File: config.mk
export PLATFORM = sky130hd
export DESIGN_NAME = html_entity_unescape_flat
export DESIGN_NICKNAME = d
export VERILOG_FILES = /design/src/heu_pkg.sv /design/src/heu_in_if.sv /design/src/heu_out_if.sv /design/src/heu_match.sv /design/src/heu_ctrl.sv /design/src/html_entity_unescape.sv /design/src/flat_wrapper.sv
export SDC_FILE = /design/constraint.sdc
export NUM_CORES = 1
export LEC_CHECK = 0
export ABC_AREA = 1
export ABC_CLOCK_PERIOD_IN_PS = 9100
export BUFFER_PORTS_ARGS = -buffer_cell sky130_fd_sc_hd__buf_2
export CAP_MARGIN = 15
export CORE_MARGIN = 8
export CORE_UTILIZATION = 40
export CTS_CLUSTER_DIAMETER = 200
export DETAILED_ROUTE_END_ITERATION = 8
export PLACE_DENSITY = 0.61
export SLEW_MARGIN = 10
export SYNTH_ARGS = -nofsm -noshare
export SYNTH_HDL_FRONTEND = slang
export SYNTH_SLANG_ARGS = --single-unit
File: constraint.sdc
create_clock -name clk -period 9.1 [get_ports clk]
set_clock_uncertainty 0.2 [all_clocks]
set_input_delay 0.455 -clock clk [delete_from_list [all_inputs] [get_ports clk]]
set_output_delay 0.455 -clock clk [all_outputs]
set_load 0.005 [all_outputs]
File: src/heu_pkg.sv
// ----------------------------------------------------------------------------
// heu_pkg
// Types, entity tables and helpers for the HTML entity decoder.
// ----------------------------------------------------------------------------
package heu_pkg;

	localparam int ENTITY_COUNT = 5;
	localparam int TABLE_SIZE   = 5;
	localparam int HOLD_DEPTH   = 5;
	localparam int MAX_ENT_LEN  = 6;
	localparam int ACTIVE_ENT   = (ENTITY_COUNT > TABLE_SIZE) ? TABLE_SIZE : ENTITY_COUNT;

	localparam int KW = 3; // entity index width
	localparam int CW = 3; // hold count / position width

	// & a m p ;   & l t ;   & g t ;   & q u o t ;   & # 3 9 ;
	localparam logic [7:0] ENT_TEXT [TABLE_SIZE][MAX_ENT_LEN] = '{
		'{8'h26, 8'h61, 8'h6D, 8'h70, 8'h3B, 8'h00},
		'{8'h26, 8'h6C, 8'h74, 8'h3B, 8'h00, 8'h00},
		'{8'h26, 8'h67, 8'h74, 8'h3B, 8'h00, 8'h00},
		'{8'h26, 8'h71, 8'h75, 8'h6F, 8'h74, 8'h3B},
		'{8'h26, 8'h23, 8'h33, 8'h39, 8'h3B, 8'h00}
	};
	localparam logic [CW-1:0] ENT_LEN [TABLE_SIZE] = '{3'd5, 3'd4, 3'd4, 3'd6, 3'd5};
	// & < > " '
	localparam logic [7:0] ENT_CHAR [TABLE_SIZE] = '{8'h26, 8'h3C, 8'h3E, 8'h22, 8'h27};

	typedef enum logic [2:0] {
		S_IDLE,
		S_EVAL,
		S_SCAN,
		S_RELEASE,
		S_EMIT
	} state_t;

	typedef struct packed {
		logic [7:0] text_byte;
		logic       end_of_string;
	} in_item_t;

	typedef struct packed {
		logic       vld;
		logic [7:0] data;
		logic       last;
	} emit_t;

	typedef struct packed {
		logic [KW-1:0] k;
		logic [CW-1:0] pos;
		logic [7:0]    ch;
	} match_req_t;

	typedef struct packed {
		logic       hit;
		logic       done;
		logic [7:0] rep;
	} match_rsp_t;

	function automatic logic [7:0] fold_case(input logic [7:0] c);
		logic [7:0] r;
		r = c;
		if (c >= 8'h41 && c <= 8'h5A)
			r = c + 8'd32;
		return r;
	endfunction

endpackage

File: src/heu_in_if.sv
// ----------------------------------------------------------------------------
// heu_in_if
// Escaped text channel: one byte per request with an end-of-string flag.
// ----------------------------------------------------------------------------
interface heu_in_if;
	logic       valid;
	logic       ready;
	logic [7:0] text_byte;
	logic       end_of_string;

	modport source (output valid, output text_byte, output end_of_string, input ready);
	modport sink (input valid, input text_byte, input end_of_string, output ready);
endinterface

File: src/heu_out_if.sv
// ----------------------------------------------------------------------------
// heu_out_if
// Decoded text channel: one byte per request with a last flag.
// ----------------------------------------------------------------------------
interface heu_out_if;
	logic       valid;
	logic       ready;
	logic [7:0] out_byte;
	logic       out_last;

	modport source (output valid, output out_byte, output out_last, input ready);
	modport sink (input valid, input out_byte, input out_last, output ready);
endinterface

File: src/heu_match.sv
// ----------------------------------------------------------------------------
// heu_match
// Shared compare unit: checks one folded byte against one entity position.
// ----------------------------------------------------------------------------
module heu_match (
	input  heu_pkg::match_req_t req,
	output heu_pkg::match_rsp_t rsp
);

	logic [7:0]            lb;
	logic                  k_ok;
	logic [7:0]            ref_ch;
	logic [heu_pkg::CW-1:0] len;

	always_comb begin
		lb     = heu_pkg::fold_case(req.ch);
		k_ok   = (int'(req.k) < heu_pkg::ACTIVE_ENT);
		ref_ch = 8'h00;
		len    = '0;
		rsp    = '0;
		if (k_ok) begin
			len     = heu_pkg::ENT_LEN[req.k];
			rsp.rep = heu_pkg::ENT_CHAR[req.k];
			if (req.pos < len && int'(req.pos) < heu_pkg::MAX_ENT_LEN) begin
				ref_ch   = heu_pkg::ENT_TEXT[req.k][req.pos];
				rsp.hit  = (ref_ch == lb);
				rsp.done = ((4'(req.pos) + 4'd1) == 4'(len));
			end
		end
	end

endmodule

File: src/heu_ctrl.sv
// ----------------------------------------------------------------------------
// heu_ctrl
// Sequencer: holds candidate bytes, drives the compare unit, releases bytes.
// ----------------------------------------------------------------------------
module heu_ctrl (
	input  logic              clk,
	input  logic              arst_n,
	input  logic              acc,
	input  heu_pkg::in_item_t item,
	output logic              idle,
	input  logic              take,
	output heu_pkg::emit_t    emit
);

	heu_pkg::state_t         state_q, state_d;
	logic [7:0]              byte_q;
	logic                    eos_q;
	logic [heu_pkg::CW-1:0]  cnt_q, cnt_d;
	logic [heu_pkg::KW-1:0]  cand_q, cand_d;
	logic [heu_pkg::KW-1:0]  k_q, k_d;
	logic [heu_pkg::CW-1:0]  rd_q, rd_d;
	logic                    fin_q, fin_d;
	logic [7:0]              emit_q, emit_d;
	logic [7:0]              pend_q [heu_pkg::HOLD_DEPTH];
	logic                    pend_we;
	logic                    do_hold;
	logic                    rd_last;

	heu_pkg::match_req_t req;
	heu_pkg::match_rsp_t rsp;

	heu_match u_match (
		.req (req),
		.rsp (rsp)
	);

	assign idle    = (state_q == heu_pkg::S_IDLE);
	assign rd_last = (rd_q == heu_pkg::CW'(cnt_q - 3'd1));

	always_comb begin
		req.ch  = byte_q;
		req.pos = cnt_q;
		if (state_q == heu_pkg::S_SCAN)
			req.k = k_q;
		else if (cnt_q == '0)
			req.k = '0;
		else
			req.k = cand_q;
	end

	always_comb begin
		state_d   = state_q;
		cnt_d     = cnt_q;
		cand_d    = cand_q;
		k_d       = k_q;
		rd_d      = rd_q;
		fin_d     = fin_q;
		emit_d    = emit_q;
		pend_we   = 1'b0;
		do_hold   = 1'b0;
		emit.vld  = 1'b0;
		emit.data = emit_q;
		emit.last = eos_q;
		unique case (state_q)
			heu_pkg::S_IDLE: begin
				if (acc)
					state_d = heu_pkg::S_EVAL;
			end
			heu_pkg::S_EVAL: begin
				if (cnt_q == '0) begin
					if (rsp.hit) begin
						do_hold = 1'b1;
					end else begin
						emit.vld  = 1'b1;
						emit.data = byte_q;
						emit_d    = byte_q;
						state_d   = take ? heu_pkg::S_IDLE : heu_pkg::S_EMIT;
					end
				end else if (cnt_q == 3'd1) begin
					k_d     = '0;
					state_d = heu_pkg::S_SCAN;
				end else if (rsp.hit && rsp.done) begin
					cnt_d     = '0;
					cand_d    = '0;
					emit.vld  = 1'b1;
					emit.data = rsp.rep;
					emit_d    = rsp.rep;
					state_d   = take ? heu_pkg::S_IDLE : heu_pkg::S_EMIT;
				end else if (rsp.hit) begin
					do_hold = 1'b1;
				end else begin
					rd_d    = '0;
					fin_d   = 1'b0;
					state_d = heu_pkg::S_RELEASE;
				end
			end
			heu_pkg::S_SCAN: begin
				// one table entry per cycle against the second byte
				if (rsp.hit) begin
					cand_d  = k_q;
					do_hold = 1'b1;
				end else if (int'(k_q) >= heu_pkg::ACTIVE_ENT - 1) begin
					rd_d    = '0;
					fin_d   = 1'b0;
					state_d = heu_pkg::S_RELEASE;
				end else begin
					k_d = heu_pkg::KW'(k_q + 3'd1);
				end
			end
			heu_pkg::S_RELEASE: begin
				emit.vld  = 1'b1;
				emit.data = pend_q[rd_q];
				emit.last = fin_q && rd_last;
				if (take) begin
					rd_d = heu_pkg::CW'(rd_q + 3'd1);
					if (rd_last) begin
						cnt_d  = '0;
						cand_d = '0;
						// after a mismatch, handle the new byte afresh
						state_d = fin_q ? heu_pkg::S_IDLE : heu_pkg::S_EVAL;
					end
				end
			end
			heu_pkg::S_EMIT: begin
				emit.vld = 1'b1;
				if (take)
					state_d = heu_pkg::S_IDLE;
			end
			default: state_d = heu_pkg::S_IDLE;
		endcase

		if (do_hold) begin
			if (int'(cnt_q) < heu_pkg::HOLD_DEPTH) begin
				pend_we = 1'b1;
				cnt_d   = heu_pkg::CW'(cnt_q + 3'd1);
			end
			if (eos_q) begin
				rd_d    = '0;
				fin_d   = 1'b1;
				state_d = heu_pkg::S_RELEASE;
			end else begin
				state_d = heu_pkg::S_IDLE;
			end
		end
	end

	always_ff @(posedge clk or negedge arst_n) begin
		if (!arst_n) begin
			state_q <= heu_pkg::S_IDLE;
			cnt_q   <= '0;
			cand_q  <= '0;
			k_q     <= '0;
			rd_q    <= '0;
			fin_q   <= 1'b0;
		end else begin
			state_q <= state_d;
			cnt_q   <= cnt_d;
			cand_q  <= cand_d;
			k_q     <= k_d;
			rd_q    <= rd_d;
			fin_q   <= fin_d;
		end
	end

	always_ff @(posedge clk) begin
		emit_q <= emit_d;
		if (acc) begin
			byte_q <= item.text_byte;
			eos_q  <= item.end_of_string;
		end
		if (pend_we)
			pend_q[cnt_q] <= byte_q;
	end

endmodule

File: src/html_entity_unescape.sv
// Flow: a new request is accepted only while the sequencer is idle; a plain byte is held in
// byte_q, evaluated in S_EVAL and then registered into the output, and the second byte of a
// candidate is compared in S_SCAN while the compare unit walks the table one entry at a time;
// a mismatch releases the held bytes one by one and then handles the new byte afresh.
// Output back-pressure stalls the sequencer.
// Reset: arst_n clears the sequencer, hold count and output valid asynchronously.
// ----------------------------------------------------------------------------
// html_entity_unescape
// Streaming decoder for &amp; &lt; &gt; &quot; and &#39; with registered output.
// ----------------------------------------------------------------------------
module html_entity_unescape (
	input  logic          clk,
	input  logic          arst_n,
	heu_in_if.sink        text_in,
	heu_out_if.source     text_out
);

	logic              acc;
	logic              idle;
	logic              take;
	heu_pkg::in_item_t item;
	heu_pkg::emit_t    emit;

	logic              out_vld_q;
	logic [7:0]        out_byte_q;
	logic              out_last_q;

	assign text_in.ready = idle;
	assign acc           = text_in.valid && idle;
	assign item.text_byte     = text_in.text_byte;
	assign item.end_of_string = text_in.end_of_string;

	// output register frees when empty or drained this cycle
	assign take = !out_vld_q || text_out.ready;

	heu_ctrl u_ctrl (
		.clk    (clk),
		.arst_n (arst_n),
		.acc    (acc),
		.item   (item),
		.idle   (idle),
		.take   (take),
		.emit   (emit)
	);

	always_ff @(posedge clk or negedge arst_n) begin
		if (!arst_n) begin
			out_vld_q <= 1'b0;
		end else if (take) begin
			out_vld_q <= emit.vld;
		end
	end

	always_ff @(posedge clk) begin
		if (take && emit.vld) begin
			out_byte_q <= emit.data;
			out_last_q <= emit.last;
		end
	end

	assign text_out.valid    = out_vld_q;
	assign text_out.out_byte = out_byte_q;
	assign text_out.out_last = out_last_q;

endmodule

File: src/flat_wrapper.sv
// flat-port wrapper written by rule: the top's interface ports become plain ports
module html_entity_unescape_flat 
  (clk, arst_n, text_in_valid, text_in_text_byte, text_in_end_of_string, text_in_ready, text_out_valid, text_out_out_byte, text_out_out_last, text_out_ready);
  heu_in_if text_in_i ();
  heu_out_if text_out_i ();
  input  logic clk;
  input  logic arst_n;
  input wire logic [$bits(text_in_i.valid)-1:0] text_in_valid;
  input wire logic [$bits(text_in_i.text_byte)-1:0] text_in_text_byte;
  input wire logic [$bits(text_in_i.end_of_string)-1:0] text_in_end_of_string;
  output wire logic [$bits(text_in_i.ready)-1:0] text_in_ready;
  output wire logic [$bits(text_out_i.valid)-1:0] text_out_valid;
  output wire logic [$bits(text_out_i.out_byte)-1:0] text_out_out_byte;
  output wire logic [$bits(text_out_i.out_last)-1:0] text_out_out_last;
  input wire logic [$bits(text_out_i.ready)-1:0] text_out_ready;
  assign text_in_i.valid = text_in_valid;
  assign text_in_i.text_byte = text_in_text_byte;
  assign text_in_i.end_of_string = text_in_end_of_string;
  assign text_in_ready = text_in_i.ready;
  assign text_out_valid = text_out_i.valid;
  assign text_out_out_byte = text_out_i.out_byte;
  assign text_out_out_last = text_out_i.out_last;
  assign text_out_i.ready = text_out_ready;
  html_entity_unescape u_core (.clk(clk), .arst_n(arst_n), .text_in(text_in_i), .text_out(text_out_i));
endmodule
==> results by group <==
Status
  • Status: complete, no violations

Clocking
  • Skew-Pair Late Insertion Delay: 0.34 ns
  • Resized Gates After CTS: 0
  • Clock transition at path regs: 0.06 ns
  • Max clock buf depth: 2
  • H-tree depth: 3
  • Clock root cell: clkbuf_16
  • CTS tree: done
  • CTS Sinks: 83
  • Num CTS Buffers: 9

Yosys
  • Mux cell area share after synthesis: 0
  • Synth Area in Simple Gates: 0.272
  • Most common cell in the synthesized netlist: nand2_1
  • Synth warn: 0
  • Post-synth EDFFs: 66
  • Largest cells by area after synthesis: edfxtp_1 42%, nand2_1 10%, dfrtp_1 9.0%, nand3_1 4.9%, inv_1 4.1%
  • Xor and xnor fraction of the mapped netlist area: 0.00923
  • Mean Syn Cell Area: 8.90 um2
  • Synth async-reset ratio: 0.205
  • Seq/Total Area, Yosys: 0.508
  • Syn_nets: 560
  • Post-synthesis cell area: 4740 um2
  • Yosys reg bits: 83
  • Library cells used by synthesis: 39
  • Synth top area share: 0.418
  • Post-synth top cells: 129 x nand2_1, 66 x edfxtp_1, 52 x inv_1
  • Main combinational cell family by area after synthesis: simple AND/OR/NAND/NOR gates
  • Area leader, netlist: edfxtp_1
  • Cells after Synth: 533
  • Top_reg_cell synth: edfxtp_1
  • Compound-cell area share of the yosys netlist: 0.107
  • Adder-cell share of the synthesized area: 0.0369

Global route
  • First-pass GRT wire length: 19300 um
  • Largest net degree at the start of global routing: 22
  • Total track usage: 0.156
  • Initial antenna violation count: 0
  • Vias in the first global route: 3624
  • Total gr overflow: 0

Die
  • Core ar.: 11500 um2
  • Die Y: 125 um
  • Die Wd: 125 um
  • # rows: 39
  • Initial Util: 0.412
  • Die area: 15600 um2
  • I/O pins: 24

Timing
  • Final period util: 0.553
  • Slew headroom: 0.342
  • Final min period: 5.03 ns
  • Slew @ Worst Pin: 0.983 ns
  • Final setup viols: 0
  • Fmax: 0.199 GHz
  • Fin. Hold Viols: 0
  • RSZ-0062 raised after global routing: no
  • Post-Route Setup TNS: 0 ns
  • Max-slew violation count: 0
  • Hold slack: 0.0889 ns

Placed design
  • Placement Cell Area: 4960 um2
  • Number of port buffers: 23
  • Dpl hpwl: 8850 um
  • Gpl congestion: 0.898

Route
  • Initial DRC Count: 394
  • Routed wire length: 11800 um
  • Drt pass-1 iters: 5
  • Via density: 5.33
  • Wire per inst: 16.8 um
  • Via count: 3739
  • Drt drc: 0
  • ANT nets after route: 0

Critical path
  • CP endpoint kind: register
  • Critical Path Start Type: register
  • Worst path arrival time: 4.81 ns
  • Max FO, Critical Path: 21
  • WP data required: 8.88 ns
  • CP Class: register to register

Hold path
  • Hold Crit Class: primary input to register

Final layout
  • Fill cells: 1099
  • Share of layout cells above drive strength 1: 0.149
  • Final Net Count: 581
  • # diodes: 0
  • Multi-input logic area: 2020 um2
  • Seq. cell area: 2410 um2
  • Design Area, Final: 5250 um2
  • Area Overhead vs Synth: 10.6%

Power and ir drop
  • Leak Pwr: 0.00225 uW
  • Max VDD drop: 106 uV
  • Pwr Density: 326 nW/um2
  • Power Total: 1710 uW

Job
  • Max cap viols: 0
power breakdown:
part	switching, uW	internal (uW)	leakage (uW)
combinational	511	244	0.00128
sequential	81.5	542	0.000834
clock	147	183	0.000135
total	739	970	0.00225
placed cells by master, fill, tap and decap left out, drive strengths merged:
master       instances
o21ai               37
buf                 26
xnor2                3
nor3                 6
edfxtp              66
xor2                 2
inv                 59
nand3b               3
nor2                53
clkbuf               9
o21a                 1
o211ai               5
a21oi               27
nand2              147
o221ai               5
o31ai                2
dfrtp               17
clkinv               7
a31oi                4
a32o                 3
nand3               50
dlygate4sd3          1
a31o                 1
ha                  14
nand4                9
nor3b                1
stage by stage:
stage / util / std cells / setup WS [ns]
2_1_floorplan: - / 533 / 4.86
3_3_place_gp: 0.431 / 685 / 4.02
3_5_place_dp: 0.431 / 685 / 3.89
4_1_cts: 0.455 / 701 / 3.87
5_1_grt: 0.455 / 701 / 3.67
6_report: 0.455 / 701 / 4.07
critical path: stages (launching register included):
cell and delay, ns:
dfrtp_1 0.64, inv_2 0.22, ha_1 0.26, nand2_2 0.31, nand2_1 0.09, nand2_1 0.07
nand2_1 0.09, inv_1 0.10, ha_1 0.26, nand2_4 0.11, ha_1 0.28, inv_1 0.05
nor2_1 0.03, o31ai_1 0.25, nand3_1 0.11, a21oi_1 0.12, nand2_1 0.10, nor2_4 0.17
nand3_4 0.21, nor2_4 0.15, nand2_2 0.14, nand2_4 0.11, nand2_2 0.06, nand2_2 0.11
nor2_4 0.04, nor2_2 0.37
worst paths after layout:
kind / start / end / slack (ns) / cells past startpoint
max in group asynchronous: arst_n / u_core.u_ctrl.state_q[0] / 8.05 / 2
min in group asynchronous: arst_n / u_core.u_ctrl.cand_q[2] / 0.36 / 2
worst max register to register: u_core.u_ctrl.cnt_q[0] / u_core.text_out.out_last / 4.07 / 25
worst min register to register: u_core.u_ctrl.cand_q[1] / u_core.u_ctrl.cand_q[1] / 0.30 / 2
worst min-delay path: text_in_text_byte[7] / u_core.u_ctrl.byte_q[7] / 0.09 / 1
worst max-delay path: u_core.u_ctrl.cnt_q[0] / u_core.text_out.out_last / 4.07 / 25
metal layers:
metal | wire [um] | share of wire | vias up | global-route usage
met2 | 5420 | 0.46 | 93 | 0.251
met5 | 0 | 0 | - | 0
met1 | 5560 | 0.47 | 1788 | 0.203
met3 | 569 | 0.048 | 13 | 0.0334
met4 | 223 | 0.019 | 0 | 0.0537
li1 | - | - | 1845 | -
state kept, by name (all words and copies together) (netlist names):
name	flops
u_core.u_ctrl.pend_q	40
u_core.text_out.valid	1
u_core.text_out.out_last	1
u_core.u_ctrl.fin_q	1
u_core.u_ctrl.k_q	3
u_core.u_ctrl.cnt_q	3
u_core.u_ctrl.emit_q	8
u_core.u_ctrl.state_q	3
u_core.text_out.out_byte	8
u_core.u_ctrl.cand_q	3
u_core.u_ctrl.byte_q	8
u_core.u_ctrl.rd_q	3
u_core.u_ctrl.eos_q	1
kinds of logic (layout without fill, tap and decap cells):
family	count (synthesis)	after routing
and+or+nand+nor	269	269
AOI/OAI and AO/OA	85	85
DFF	83	83
buffers and inverters	77	102
adders and majority gates	14	14
xor gates and xnor gates	5	5
area by class of cell:
| class | count | area share |
|---|---|---|
| tap | 143 | 0.0341 |
| clock inverter | 6 | 0.00787 |
| multi-input combinational | 373 | 0.385 |
| inverter | 60 | 0.0429 |
| timing repair buffer | 27 | 0.0281 |
| clock buffer | 9 | 0.0429 |
| sequential | 83 | 0.459 |
what timing repair did:
item,CTS,global route
hold endpoints to repair,17,0
buffers inserted,0,0
setup endpoints to repair,0,0
hold buffers,1,0
No activity file was read; power rests on OpenSTA's default activity.
